[src/rtl/core/sdc_pkg.sv]
// Shared types, widths and constants of the serial date to calendar converter.
package sdc_pkg;

    // Field widths of the input and result words
    localparam int DayNumW  = 23;
    localparam int YearW    = 14;
    localparam int MonthW   = 4;
    localparam int DomW     = 5;
    localparam int DoyW     = 9;
    localparam int WdayW    = 3;

    // Configuration port
    localparam int ApbAddrW = 3;
    localparam int ApbDataW = 32;
    localparam int WsdW     = 3;
    localparam logic [WsdW-1:0] WsdReset = 3'd1;

    // Shared divider geometry; reciprocals are scaled by 2^DivNumW
    localparam int DivNumW = 22;
    localparam int DivDenW = 18;
    localparam int DivRcpW = 20;

    // Valid serial range (years 100 to 9999)
    localparam logic signed [DayNumW-1:0] SerialMin = -23'sd657434;
    localparam logic signed [DayNumW-1:0] SerialMax = 23'sd2958465;

    // Offset from serial day to days since 0000-03-01
    localparam logic signed [DayNumW:0] MarchShift = 24'sd693899;

    // Divisors used by the sequencer
    localparam logic [DivDenW-1:0] DenEra    = 18'd146097;
    localparam logic [DivDenW-1:0] Den4Yr    = 18'd1460;
    localparam logic [DivDenW-1:0] DenCent   = 18'd36524;
    localparam logic [DivDenW-1:0] DenYear   = 18'd365;
    localparam logic [DivDenW-1:0] Den100    = 18'd100;
    localparam logic [DivDenW-1:0] DenMonth  = 18'd153;
    localparam logic [DivDenW-1:0] DenWeek   = 18'd7;
    localparam logic [DivDenW-1:0] LastDoe   = 18'd146096;

    // Rounded-down reciprocals of the divisors, floor(2^22 / divisor)
    localparam logic [DivRcpW-1:0] RcpEra    = 20'd28;
    localparam logic [DivRcpW-1:0] Rcp4Yr    = 20'd2872;
    localparam logic [DivRcpW-1:0] RcpCent   = 20'd114;
    localparam logic [DivRcpW-1:0] RcpYear   = 20'd11491;
    localparam logic [DivRcpW-1:0] Rcp100    = 20'd41943;
    localparam logic [DivRcpW-1:0] RcpMonth  = 20'd27413;
    localparam logic [DivRcpW-1:0] RcpWeek   = 20'd599186;

    // Sequencer states
    typedef enum logic [3:0] {
        ST_IDLE,
        ST_ERA,
        ST_D4YR,
        ST_DCENT,
        ST_YOE,
        ST_D100,
        ST_DOY,
        ST_MP,
        ST_DOW,
        ST_FIN
    } t_sdc_state;

    // Steps of the shared divider
    typedef enum logic [1:0] {
        DIV_IDLE,
        DIV_RECIP,
        DIV_BACK,
        DIV_FIX
    } t_div_phase;

    // Request to and response from the shared divider
    typedef struct packed {
        logic               start;
        logic [DivNumW-1:0] num;
        logic [DivDenW-1:0] den;
        logic [DivRcpW-1:0] rcp;
    } t_div_req;

    typedef struct packed {
        logic               done;
        logic [DivNumW-1:0] quot;
        logic [DivDenW-1:0] rem;
    } t_div_rsp;

    // First day of a March-based month, counted from March 1
    function automatic logic [DoyW-1:0] month_start(input logic [3:0] mp);
        logic [DoyW-1:0] v;
        case (mp)
            4'd0:    v = 9'd0;
            4'd1:    v = 9'd31;
            4'd2:    v = 9'd61;
            4'd3:    v = 9'd92;
            4'd4:    v = 9'd122;
            4'd5:    v = 9'd153;
            4'd6:    v = 9'd184;
            4'd7:    v = 9'd214;
            4'd8:    v = 9'd245;
            4'd9:    v = 9'd275;
            4'd10:   v = 9'd306;
            4'd11:   v = 9'd337;
            default: v = 9'd0;
        endcase
        return v;
    endfunction

endpackage

[src/rtl/core/sdc_if.sv]
// Valid/ready channel interfaces for the day number input and the date result.
interface sdc_in_if;
    logic                                valid;
    logic                                ready;
    logic signed [sdc_pkg::DayNumW-1:0]  day_number;

    modport source (output valid, output day_number, input ready);
    modport sink   (input valid, input day_number, output ready);
endinterface

interface sdc_out_if;
    logic                          valid;
    logic                          ready;
    logic [sdc_pkg::YearW-1:0]     year_value;
    logic [sdc_pkg::MonthW-1:0]    month_value;
    logic [sdc_pkg::DomW-1:0]      day_of_month;
    logic [sdc_pkg::DoyW-1:0]      day_in_year;
    logic [sdc_pkg::WdayW-1:0]     weekday_value;
    logic                          out_of_range;

    modport source (output valid, output year_value, output month_value, output day_of_month,
                    output day_in_year, output weekday_value, output out_of_range,
                    input ready);
    modport sink   (input valid, input year_value, input month_value, input day_of_month,
                    input day_in_year, input weekday_value, input out_of_range,
                    output ready);
endinterface

[src/rtl/core/serial_date_to_calendar.sv]
// Top level: sequencer that converts a serial day number to a calendar date.
//
// Usage: a day number word enters on i_day (valid/ready) and one date word
// leaves on o_date (valid/ready). The first day of the week is written over
// the APB port at address 0 (reset value 1, Sunday; 0 also means Sunday).
// Each word is worked through seven constant divisions on one shared
// multiply unit (reciprocal multiply, multiply back, one correction), plus
// one step for the day of the year. A day number outside years 100 to 9999
// skips the divisions and gives out_of_range with all other fields zero.
// i_day.ready is high only while the sequencer is idle, so a new word is
// not taken before the last result has been loaded into the output register.
// A finished word sits in an output register; the next input word is
// accepted while it waits, and if the receiver still stalls when the next
// result is ready, the sequencer holds in its final step until the register
// frees. Reset (synchronous, active low) empties the sequencer and the
// output register and restores the week start register.
module serial_date_to_calendar (
    input  logic                          i_clk,
    input  logic                          i_rst_n,
    sdc_in_if.sink                        i_day,
    sdc_out_if.source                     o_date,
    input  logic                          psel,
    input  logic                          penable,
    input  logic                          pwrite,
    input  logic [sdc_pkg::ApbAddrW-1:0]  paddr,
    input  logic [sdc_pkg::ApbDataW-1:0]  pwdata,
    output logic [sdc_pkg::ApbDataW-1:0]  prdata,
    output logic                          pready
);
    import sdc_pkg::*;

    t_sdc_state       r_state, n_state;
    logic             r_launch, n_launch;
    t_div_req         div_req;
    t_div_rsp         div_rsp;
    logic [WsdW-1:0]  week_start;

    logic                r_oor;
    logic [DivNumW-1:0]  r_z;
    logic [4:0]          r_era;
    logic [DivDenW-1:0]  r_doe;
    logic [6:0]          r_q4yr;
    logic [2:0]          r_qcent;
    logic [8:0]          r_yoe;
    logic [1:0]          r_q100;
    logic [6:0]          r_r100;
    logic [DoyW-1:0]     r_doy;
    logic [3:0]          r_mp;
    logic [2:0]          r_dow;

    logic                r_out_valid;
    logic [YearW-1:0]    r_year;
    logic [MonthW-1:0]   r_month;
    logic [DomW-1:0]     r_dom;
    logic [DoyW-1:0]     r_diy;
    logic [WdayW-1:0]    r_wday;
    logic                r_out_oor;

    logic                in_acc;
    logic                in_oor;
    logic [DayNumW:0]    z_wide;
    logic [DivDenW-1:0]  yoe_num;
    logic [DivDenW-1:0]  doy_base;
    logic [DivDenW-1:0]  doy_full;
    logic [10:0]         mp_num;
    logic                out_load;
    logic                late_month;
    logic                leap;
    logic [YearW-1:0]    f_year;
    logic [MonthW-1:0]   f_month;
    logic [DomW-1:0]     f_dom;
    logic [DoyW-1:0]     f_diy;
    logic [2:0]          fd_m1;
    logic [3:0]          wd_t;
    logic [3:0]          wd_m;
    logic [WdayW-1:0]    f_wday;

    // Configuration register
    sdc_cfg u_cfg (
        .i_clk        (i_clk),
        .i_rst_n      (i_rst_n),
        .psel         (psel),
        .penable      (penable),
        .pwrite       (pwrite),
        .paddr        (paddr),
        .pwdata       (pwdata),
        .prdata       (prdata),
        .pready       (pready),
        .o_week_start (week_start)
    );

    // Shared divider
    sdc_div u_div (
        .i_clk   (i_clk),
        .i_rst_n (i_rst_n),
        .i_req   (div_req),
        .o_rsp   (div_rsp)
    );

    // Input decode: range check and shift to a March-based day count
    assign in_acc = i_day.valid && i_day.ready;
    assign in_oor = (i_day.day_number < SerialMin) || (i_day.day_number > SerialMax);
    assign z_wide = {i_day.day_number[DayNumW-1], i_day.day_number} + MarchShift;

    // Operand terms of the year and month divisions
    assign yoe_num  = r_doe - DivDenW'(r_q4yr) + DivDenW'(r_qcent)
                      - DivDenW'(r_doe == LastDoe);
    assign doy_base = DivDenW'(r_yoe) * DivDenW'(365) + DivDenW'(r_yoe[8:2])
                      - DivDenW'(r_q100);
    assign doy_full = r_doe - doy_base;
    assign mp_num   = 11'(r_doy) * 11'd5 + 11'd2;

    // Next state
    always_comb begin
        n_state = r_state;
        case (r_state)
            ST_IDLE:  if (in_acc) begin
                          n_state = in_oor ? ST_FIN : ST_ERA;
                      end
            ST_ERA:   if (div_rsp.done) begin
                          n_state = ST_D4YR;
                      end
            ST_D4YR:  if (div_rsp.done) begin
                          n_state = ST_DCENT;
                      end
            ST_DCENT: if (div_rsp.done) begin
                          n_state = ST_YOE;
                      end
            ST_YOE:   if (div_rsp.done) begin
                          n_state = ST_D100;
                      end
            ST_D100:  if (div_rsp.done) begin
                          n_state = ST_DOY;
                      end
            ST_DOY:   n_state = ST_MP;
            ST_MP:    if (div_rsp.done) begin
                          n_state = ST_DOW;
                      end
            ST_DOW:   if (div_rsp.done) begin
                          n_state = ST_FIN;
                      end
            ST_FIN:   if (out_load) begin
                          n_state = ST_IDLE;
                      end
            default:  n_state = ST_IDLE;
        endcase
    end

    // Sequencer outputs: handshakes and divider operands
    always_comb begin
        i_day.ready   = (r_state == ST_IDLE);
        out_load      = (r_state == ST_FIN) && (!r_out_valid || o_date.ready);
        n_launch      = (n_state != r_state) && (n_state != ST_IDLE)
                        && (n_state != ST_DOY) && (n_state != ST_FIN);
        div_req.start = r_launch;
        div_req.num   = r_z;
        div_req.den   = DenEra;
        div_req.rcp   = RcpEra;
        case (r_state)
            ST_ERA: begin
                div_req.num = r_z;
                div_req.den = DenEra;
                div_req.rcp = RcpEra;
            end
            ST_D4YR: begin
                div_req.num = DivNumW'(r_doe);
                div_req.den = Den4Yr;
                div_req.rcp = Rcp4Yr;
            end
            ST_DCENT: begin
                div_req.num = DivNumW'(r_doe);
                div_req.den = DenCent;
                div_req.rcp = RcpCent;
            end
            ST_YOE: begin
                div_req.num = DivNumW'(yoe_num);
                div_req.den = DenYear;
                div_req.rcp = RcpYear;
            end
            ST_D100: begin
                div_req.num = DivNumW'(r_yoe);
                div_req.den = Den100;
                div_req.rcp = Rcp100;
            end
            ST_MP: begin
                div_req.num = DivNumW'(mp_num);
                div_req.den = DenMonth;
                div_req.rcp = RcpMonth;
            end
            ST_DOW: begin
                div_req.num = r_z + DivNumW'(3);
                div_req.den = DenWeek;
                div_req.rcp = RcpWeek;
            end
            default: begin
                div_req.num = r_z;
                div_req.den = DenEra;
                div_req.rcp = RcpEra;
            end
        endcase
    end

    // State registers
    always_ff @(posedge i_clk) begin
        if (!i_rst_n) begin
            r_state  <= ST_IDLE;
            r_launch <= 1'b0;
        end else begin
            r_state  <= n_state;
            r_launch <= n_launch;
        end
    end

    // Intermediate results captured from the divider
    always_ff @(posedge i_clk) begin
        if (in_acc) begin
            r_oor <= in_oor;
            r_z   <= z_wide[DivNumW-1:0];
        end
        if (div_rsp.done) begin
            case (r_state)
                ST_ERA: begin
                    r_era <= div_rsp.quot[4:0];
                    r_doe <= div_rsp.rem;
                end
                ST_D4YR:  r_q4yr  <= div_rsp.quot[6:0];
                ST_DCENT: r_qcent <= div_rsp.quot[2:0];
                ST_YOE:   r_yoe   <= div_rsp.quot[8:0];
                ST_D100: begin
                    r_q100 <= div_rsp.quot[1:0];
                    r_r100 <= div_rsp.rem[6:0];
                end
                ST_MP:    r_mp  <= div_rsp.quot[3:0];
                ST_DOW:   r_dow <= div_rsp.rem[2:0];
                default: begin
                end
            endcase
        end
        if (r_state == ST_DOY) begin
            r_doy <= doy_full[DoyW-1:0];
        end
    end

    // Final assembly: January and February belong to the next civil year
    always_comb begin
        late_month = (r_mp >= 4'd10);
        leap       = ((r_yoe[1:0] == 2'd0) && (r_r100 != 7'd0)) || (r_yoe == 9'd0);
        f_year     = YearW'(r_era) * YearW'(400) + YearW'(r_yoe) + YearW'(late_month);
        f_month    = late_month ? r_mp - 4'd9 : r_mp + 4'd3;
        f_dom      = DomW'(r_doy - month_start(r_mp) + 9'd1);
        f_diy      = late_month ? r_doy - 9'd305 : r_doy + 9'd60 + DoyW'(leap);
        fd_m1      = (week_start == '0) ? 3'd0 : week_start - 3'd1;
        wd_t       = {1'b0, r_dow} + 4'd7 - {1'b0, fd_m1};
        wd_m       = (wd_t >= 4'd7) ? wd_t - 4'd7 : wd_t;
        f_wday     = wd_m[2:0] + 3'd1;
    end

    // Output register
    always_ff @(posedge i_clk) begin
        if (!i_rst_n) begin
            r_out_valid <= 1'b0;
        end else if (out_load) begin
            r_out_valid <= 1'b1;
        end else if (o_date.ready) begin
            r_out_valid <= 1'b0;
        end
    end

    always_ff @(posedge i_clk) begin
        if (out_load) begin
            r_out_oor <= r_oor;
            r_year    <= r_oor ? '0 : f_year;
            r_month   <= r_oor ? '0 : f_month;
            r_dom     <= r_oor ? '0 : f_dom;
            r_diy     <= r_oor ? '0 : f_diy;
            r_wday    <= r_oor ? '0 : f_wday;
        end
    end

    assign o_date.valid         = r_out_valid;
    assign o_date.year_value    = r_year;
    assign o_date.month_value   = r_month;
    assign o_date.day_of_month  = r_dom;
    assign o_date.day_in_year   = r_diy;
    assign o_date.weekday_value = r_wday;
    assign o_date.out_of_range  = r_out_oor;

endmodule

[src/rtl/core/sdc_cfg.sv]
// APB register block holding the first day of the week.
module sdc_cfg (
    input  logic                          i_clk,
    input  logic                          i_rst_n,
    input  logic                          psel,
    input  logic                          penable,
    input  logic                          pwrite,
    input  logic [sdc_pkg::ApbAddrW-1:0]  paddr,
    input  logic [sdc_pkg::ApbDataW-1:0]  pwdata,
    output logic [sdc_pkg::ApbDataW-1:0]  prdata,
    output logic                          pready,
    output logic [sdc_pkg::WsdW-1:0]      o_week_start
);
    import sdc_pkg::*;

    logic [WsdW-1:0] r_week_start;
    logic            wr_hit;

    // Register 0 is the only one; bit 2 selects the next word address.
    assign wr_hit = psel && penable && pwrite && !paddr[2];
    assign pready = 1'b1;

    always_ff @(posedge i_clk) begin
        if (!i_rst_n) begin
            r_week_start <= WsdReset;
        end else if (wr_hit) begin
            r_week_start <= pwdata[WsdW-1:0];
        end
    end

    // Read back; unmapped addresses read as zero.
    always_comb begin
        prdata = '0;
        if (!paddr[2]) begin
            prdata = {{(ApbDataW-WsdW){1'b0}}, r_week_start};
        end
    end

    assign o_week_start = r_week_start;

endmodule

[src/rtl/core/sdc_div.sv]
// Shared divide-by-constant unit: reciprocal multiply, multiply back and one correction.
module sdc_div (
    input  logic                i_clk,
    input  logic                i_rst_n,
    input  sdc_pkg::t_div_req   i_req,
    output sdc_pkg::t_div_rsp   o_rsp
);
    import sdc_pkg::*;

    t_div_phase                  r_phase, n_phase;
    logic                        r_done;
    logic [DivNumW-1:0]          r_num;
    logic [DivDenW-1:0]          r_den;
    logic [DivRcpW-1:0]          r_rcp;
    logic [DivNumW-1:0]          r_quot;
    logic [DivNumW-1:0]          r_rem;
    logic [DivNumW-1:0]          mul_a;
    logic [DivRcpW-1:0]          mul_b;
    logic [DivNumW+DivRcpW-1:0]  prod;
    logic                        fix_up;

    // Next phase: one step per cycle after a start
    always_comb begin
        n_phase = r_phase;
        case (r_phase)
            DIV_IDLE:  if (i_req.start) begin
                           n_phase = DIV_RECIP;
                       end
            DIV_RECIP: n_phase = DIV_BACK;
            DIV_BACK:  n_phase = DIV_FIX;
            DIV_FIX:   n_phase = DIV_IDLE;
            default:   n_phase = DIV_IDLE;
        endcase
    end

    // Multiplier operands: numerator times reciprocal, then estimate times divisor.
    // The estimate is low by at most one, so one compare and subtract finishes it.
    always_comb begin
        mul_a = r_num;
        mul_b = r_rcp;
        case (r_phase)
            DIV_BACK: begin
                mul_a = r_quot;
                mul_b = {{(DivRcpW-DivDenW){1'b0}}, r_den};
            end
            default: begin
                mul_a = r_num;
                mul_b = r_rcp;
            end
        endcase
        fix_up = (r_rem >= {{(DivNumW-DivDenW){1'b0}}, r_den});
    end

    assign prod = mul_a * mul_b;

    // Phase and completion pulse
    always_ff @(posedge i_clk) begin
        if (!i_rst_n) begin
            r_phase <= DIV_IDLE;
            r_done  <= 1'b0;
        end else begin
            r_phase <= n_phase;
            r_done  <= (r_phase == DIV_FIX);
        end
    end

    // Operand capture, quotient estimate, remainder and correction
    always_ff @(posedge i_clk) begin
        if (i_req.start) begin
            r_num <= i_req.num;
            r_den <= i_req.den;
            r_rcp <= i_req.rcp;
        end else begin
            case (r_phase)
                DIV_RECIP: begin
                    r_quot <= {{(DivNumW-DivRcpW){1'b0}},
                               prod[DivNumW+DivRcpW-1:DivNumW]};
                end
                DIV_BACK: begin
                    r_rem <= r_num - prod[DivNumW-1:0];
                end
                DIV_FIX: begin
                    if (fix_up) begin
                        r_quot <= r_quot + DivNumW'(1);
                        r_rem  <= r_rem - {{(DivNumW-DivDenW){1'b0}}, r_den};
                    end
                end
                default: begin
                end
            endcase
        end
    end

    assign o_rsp.done = r_done;
    assign o_rsp.quot = r_quot;
    assign o_rsp.rem  = r_rem[DivDenW-1:0];

endmodule

[src/flat_wrapper.sv]
// flat-port wrapper written by rule: the top's interface ports become plain ports
module serial_date_to_calendar_flat import sdc_pkg::*;
  (i_clk, i_rst_n, psel, penable, pwrite, paddr, pwdata, prdata, pready, i_day_valid, i_day_day_number, i_day_ready, o_date_valid, o_date_year_value, o_date_month_value, o_date_day_of_month, o_date_day_in_year, o_date_weekday_value, o_date_out_of_range, o_date_ready);
  sdc_in_if i_day_i ();
  sdc_out_if o_date_i ();
  input  logic i_clk;
  input  logic i_rst_n;
  input  logic psel;
  input  logic penable;
  input  logic pwrite;
  input  logic [sdc_pkg::ApbAddrW-1:0] paddr;
  input  logic [sdc_pkg::ApbDataW-1:0] pwdata;
  output logic [sdc_pkg::ApbDataW-1:0] prdata;
  output logic pready;
  input wire logic [$bits(i_day_i.valid)-1:0] i_day_valid;
  input wire logic [$bits(i_day_i.day_number)-1:0] i_day_day_number;
  output wire logic [$bits(i_day_i.ready)-1:0] i_day_ready;
  output wire logic [$bits(o_date_i.valid)-1:0] o_date_valid;
  output wire logic [$bits(o_date_i.year_value)-1:0] o_date_year_value;
  output wire logic [$bits(o_date_i.month_value)-1:0] o_date_month_value;
  output wire logic [$bits(o_date_i.day_of_month)-1:0] o_date_day_of_month;
  output wire logic [$bits(o_date_i.day_in_year)-1:0] o_date_day_in_year;
  output wire logic [$bits(o_date_i.weekday_value)-1:0] o_date_weekday_value;
  output wire logic [$bits(o_date_i.out_of_range)-1:0] o_date_out_of_range;
  input wire logic [$bits(o_date_i.ready)-1:0] o_date_ready;
  assign i_day_i.valid = i_day_valid;
  assign i_day_i.day_number = i_day_day_number;
  assign i_day_ready = i_day_i.ready;
  assign o_date_valid = o_date_i.valid;
  assign o_date_year_value = o_date_i.year_value;
  assign o_date_month_value = o_date_i.month_value;
  assign o_date_day_of_month = o_date_i.day_of_month;
  assign o_date_day_in_year = o_date_i.day_in_year;
  assign o_date_weekday_value = o_date_i.weekday_value;
  assign o_date_out_of_range = o_date_i.out_of_range;
  assign o_date_i.ready = o_date_ready;
  serial_date_to_calendar u_core (.i_clk(i_clk), .i_rst_n(i_rst_n), .i_day(i_day_i), .o_date(o_date_i), .psel(psel), .penable(penable), .pwrite(pwrite), .paddr(paddr), .pwdata(pwdata), .prdata(prdata), .pready(pready));
endmodule
[config.mk]
export PLATFORM = sky130hd
export DESIGN_NAME = serial_date_to_calendar_flat
export DESIGN_NICKNAME = d
export VERILOG_FILES = /design/src/rtl/core/sdc_pkg.sv /design/src/rtl/core/sdc_if.sv /design/src/rtl/core/serial_date_to_calendar.sv /design/src/rtl/core/sdc_cfg.sv /design/src/rtl/core/sdc_div.sv /design/src/flat_wrapper.sv
export SDC_FILE = /design/constraint.sdc
export NUM_CORES = 2
export LEC_CHECK = 0
export BUFFER_PORTS_ARGS = -buffer_cell sky130_fd_sc_hd__buf_2
export CAP_MARGIN = 20
export CORE_ASPECT_RATIO = 2
export CORE_MARGIN = 2
export CORE_UTILIZATION = 58
export CTS_CLUSTER_SIZE = 12
export DETAILED_ROUTE_END_ITERATION = 7
export PLACE_DENSITY_LB_ADDON = 0.3
export SLEW_MARGIN = 20
export SYNTH_ARGS = -nofsm -noshare
export SYNTH_HDL_FRONTEND = slang
export SYNTH_SLANG_ARGS = --single-unit
[constraint.sdc]
create_clock -name i_clk -period 22.7 [get_ports i_clk]
set_clock_uncertainty 0.1 [all_clocks]
set_input_delay 2.27 -clock i_clk [delete_from_list [all_inputs] [get_ports i_clk]]
set_output_delay 2.27 -clock i_clk [all_outputs]
set_load 0.005 [all_outputs]
==> impl_metrics.py <==
metrics = {
    "outcome": {
        "status": "finished clean",
    },
    "worst_setup_path": {
        "crit_end": "u_core.u_div.r_rem[21]",
        "crit_path_top_delay_cell": "buf_4",
        "start_kind": "register",
        "crit_path_start": "u_core.u_div.r_phase[0]",
        "path_max_fanout": 59,
        "end_kind": "register",
        "reg2reg_slack_ns": 12.96,
        "r2r_end": "u_core.u_div.r_rem[21]",
        "crit_type": "register to register",
        "required_ns": 22.89,
        "crit_arrival_ns": 9.93,
        "timing.rr.start": "u_core.u_div.r_phase[0]",
        "r2r_cells": 30,
        "cpPeakStageDelay_ns": 0.62,
    },
    "timing": {
        "setup_violations": 0,
        "worstMarginPinSlew_ns": 1.18,
        "fin_setup_tns_ns": 0,
        "drv_slew": 0,
        "max_freq_mhz": 103,
        "timing.final.crit_period_ns": 9.74,
        "rsz0062_at_grt": "no",
        "hold_viol_final": 0,
        "finalCritPeriodShare": 0.429,
        "max_slew_margin": 0.203,
    },
    "cts": {
        "cts_tree": "built",
        "cts_buffers": 24,
        "hold_buffers": 0,
        "clkTransAtPathRegs_ns": 0.06,
        "htreeDepth": 1,
        "post_cts_resized": 0,
        "cts_sinks": 236,
        "cts-root-buf": "clkbuf_16",
        "post_cts_buffers": 0,
        "clock_path_buffers": 3,
        "clk_latency_ns": 0.57,
    },
    "floorplanning": {
        "num_rows": 119,
        "ios": 136,
        "die_h_um": 330,
        "start_util": 0.586,
        "core_sq_um": 52600,
        "die_w_um": 167,
        "die_area_sq_um": 55100,
    },
    "synth": {
        "yosys.area_share.simple": 0.131,
        "synth-xor-area-share": 0.0500,
        "synth_compound_area_frac": 0.0971,
        "yosys_warnings": 0,
        "synth-async-reset-ratio": 0,
        "yosysSeqAreaShare": 0.224,
        "syn_inst": 3281,
        "yosysUniqueCellTypes": 83,
        "synthAdderAreaFrac": 0.380,
        "synth_top_family_by_area": "adder cells",
        "synth_edf_count": 219,
        "avgSynthCellArea_sq_um": 9.39,
        "ys_ff_latch": 236,
        "synth_ff_type": "edfxtp_1",
        "synthTopCellsByArea": "fa_1 (24%), edfxtp_1 (21%), ha_1 (14%), inv_1 (7.3%), nor2_1 (4.1%)",
        "ys_top_cells_by_count": "inv_1 (596), fa_1 (364), ha_1 (353)",
        "yosysMostFrequentCell": "inv_1",
        "synth_top_cell_by_area": "fa_1",
        "netlist_area_sq_um": 30800,
        "synth_top_area_frac": 0.237,
        "muxShareOfSynthArea": 0.0276,
    },
    "grt": {
        "grt_util_met3": 0.0400,
        "gr-usage-all-layers": 0.371,
        "use_met2": 0.680,
        "grt_max_degree": 66,
        "met1_usage": 0.339,
        "grt_antenna_before_repair": 2,
        "grt_pass1_wl_um": 152000,
        "gr-max-usage-layer": "met2",
        "overflow": 0,
        "grt_pass1_vias": 26600,
    },
    "job": {
        "drv_cap": 0,
    },
    "finish": {
        "fill_cells": 4485,
        "nNetsFinal": 4136,
        "drive_gt1_frac": 0.0685,
        "areaGrowthSynthToFinish_pct": 6.41,
    },
    "routing": {
        "drc": 0,
        "drt_pass1_iterations": 5,
        "ant_nets": 0,
        "drt_iter0_drc": 1760,
        "wl_per_cell_um": 24.6,
        "vias_per_cell": 6.01,
        "vias": 24300,
        "totalWireLength_um": 99500,
    },
    "worst_hold_path": {
        "holdCritPathClass": "register to register",
    },
    "placement": {
        "portBuffers": 74,
        "globalplace.congestion": 1.04,
        "hpwl_um": 82000,
    },
}
## worst max-delay path: cells and delay by family (launching register included)
kind | cells | cell delay, ns
fa+ha+maj | 10 | 4.21
compound gates | 7 | 1.53
buf+inv | 7 | 1.27
simple gates | 4 | 0.95
mux | 1 | 0.54
xor+xnor | 1 | 0.44
flops | 1 | 0.34
## per-layer routing
metal | up-vias | wire length (um)
met2 | 1010 | 51400
li1 | 10800 | -
met3 | 484 | 4820
met4 | 4 | 13800
met5 | - | 26
met1 | 12000 | 29500
## per-stage QoR
| stage | util | setup slack, ns | cells | area (sq um) | hold slack [ns] |
|---|---|---|---|---|---|
| after CTS | 0.623 | 13.08 | 4036 | 32800 | 0.366 |
| after global routing | 0.624 | 12.58 | 4037 | 32800 | 0.368 |
| final | 0.624 | 12.96 | 4038 | 32800 | 0.361 |
| after floorplan | - | 13.69 | 3309 | 30900 | 0.324 |
| after global placement | 0.610 | 13.25 | 3992 | 32000 | 0.346 |
| after detailed placement | 0.610 | 13.11 | 3992 | 32000 | 0.346 |
## sequential cells by signal, summed over array words and instances, names as in the netlist, 4 cells and up, named ones only
register and count:
u_core.r_yoe 9, u_core.r_state 4, u_core.r_era 5, u_core.u_div.r_quot 22
u_core.o_date.month_value 4, u_core.r_mp 4, u_core.r_doy 9, u_core.u_div.r_num 22
u_core.u_div.r_den 13, u_core.o_date.day_of_month 5, u_core.u_div.r_rem 22, u_core.r_z 22
u_core.r_r100 7, u_core.r_doe 18, u_core.o_date.day_in_year 9, u_core.o_date.year_value 14
u_core.u_div.r_rcp 14, u_core.r_q4yr 7
## worst min-delay path by stage
stage,start,endpoint,slack [ns],cells past startpoint
global route,u_core.u_div.r_rem[10],u_core.r_doe[10],0.37,0
CTS,u_core.u_div.r_rem[8],u_core.r_doe[8],0.37,0
floorplan,u_core.r_oor,u_core.o_date.out_of_range,0.32,0
finish,u_core.u_div.r_rem[8],u_core.r_doe[8],0.36,0
detailed placement,u_core.u_div.r_rem[7],u_core.r_doe[7],0.35,0
global placement,u_core.u_div.r_rem[8],u_core.r_doe[8],0.35,0
## cell families after synthesis
kind of cell	Yosys count
AO/OA/AOI/OAI	465
XOR/XNOR	176
buffers and inverters	708
multiplexers	81
adder cells (fa/ha/maj)	717
other	2
AND/OR/NAND/NOR	896
flip-flops	236
## layout by cell type, fill, tap and decap left out, types with 53 or more instances in the layout
cell      synthesis  final
fa_1            364    364
nor2_1          334    333
buf_2             0     74
edfxtp_1        219    219
xor2_1           64     64
ha_1            353    351
o21ai_0         120    120
a21oi_1         118    118
xnor2_1         112    112
nand2_1         277    277
inv_1           596    596
buf_4            30     53
## cell type report
type                            count  area [sq um]  share of cell area
Multi-Input combinational cell   2365         21300               0.649
Inverter                          599          2250              0.0686
Tap cell                          665           832              0.0254
Clock inverter                      2          25.0            0.000763
Timing Repair Buffer              128           776              0.0237
Sequential cell                   236          6920               0.211
Clock buffer                       42           708              0.0216
Antenna cell                        1          2.50           0.0000763
Power is not shown: default switching activity piles up to over one toggle a cycle in this logic, so the estimate is an artifact.
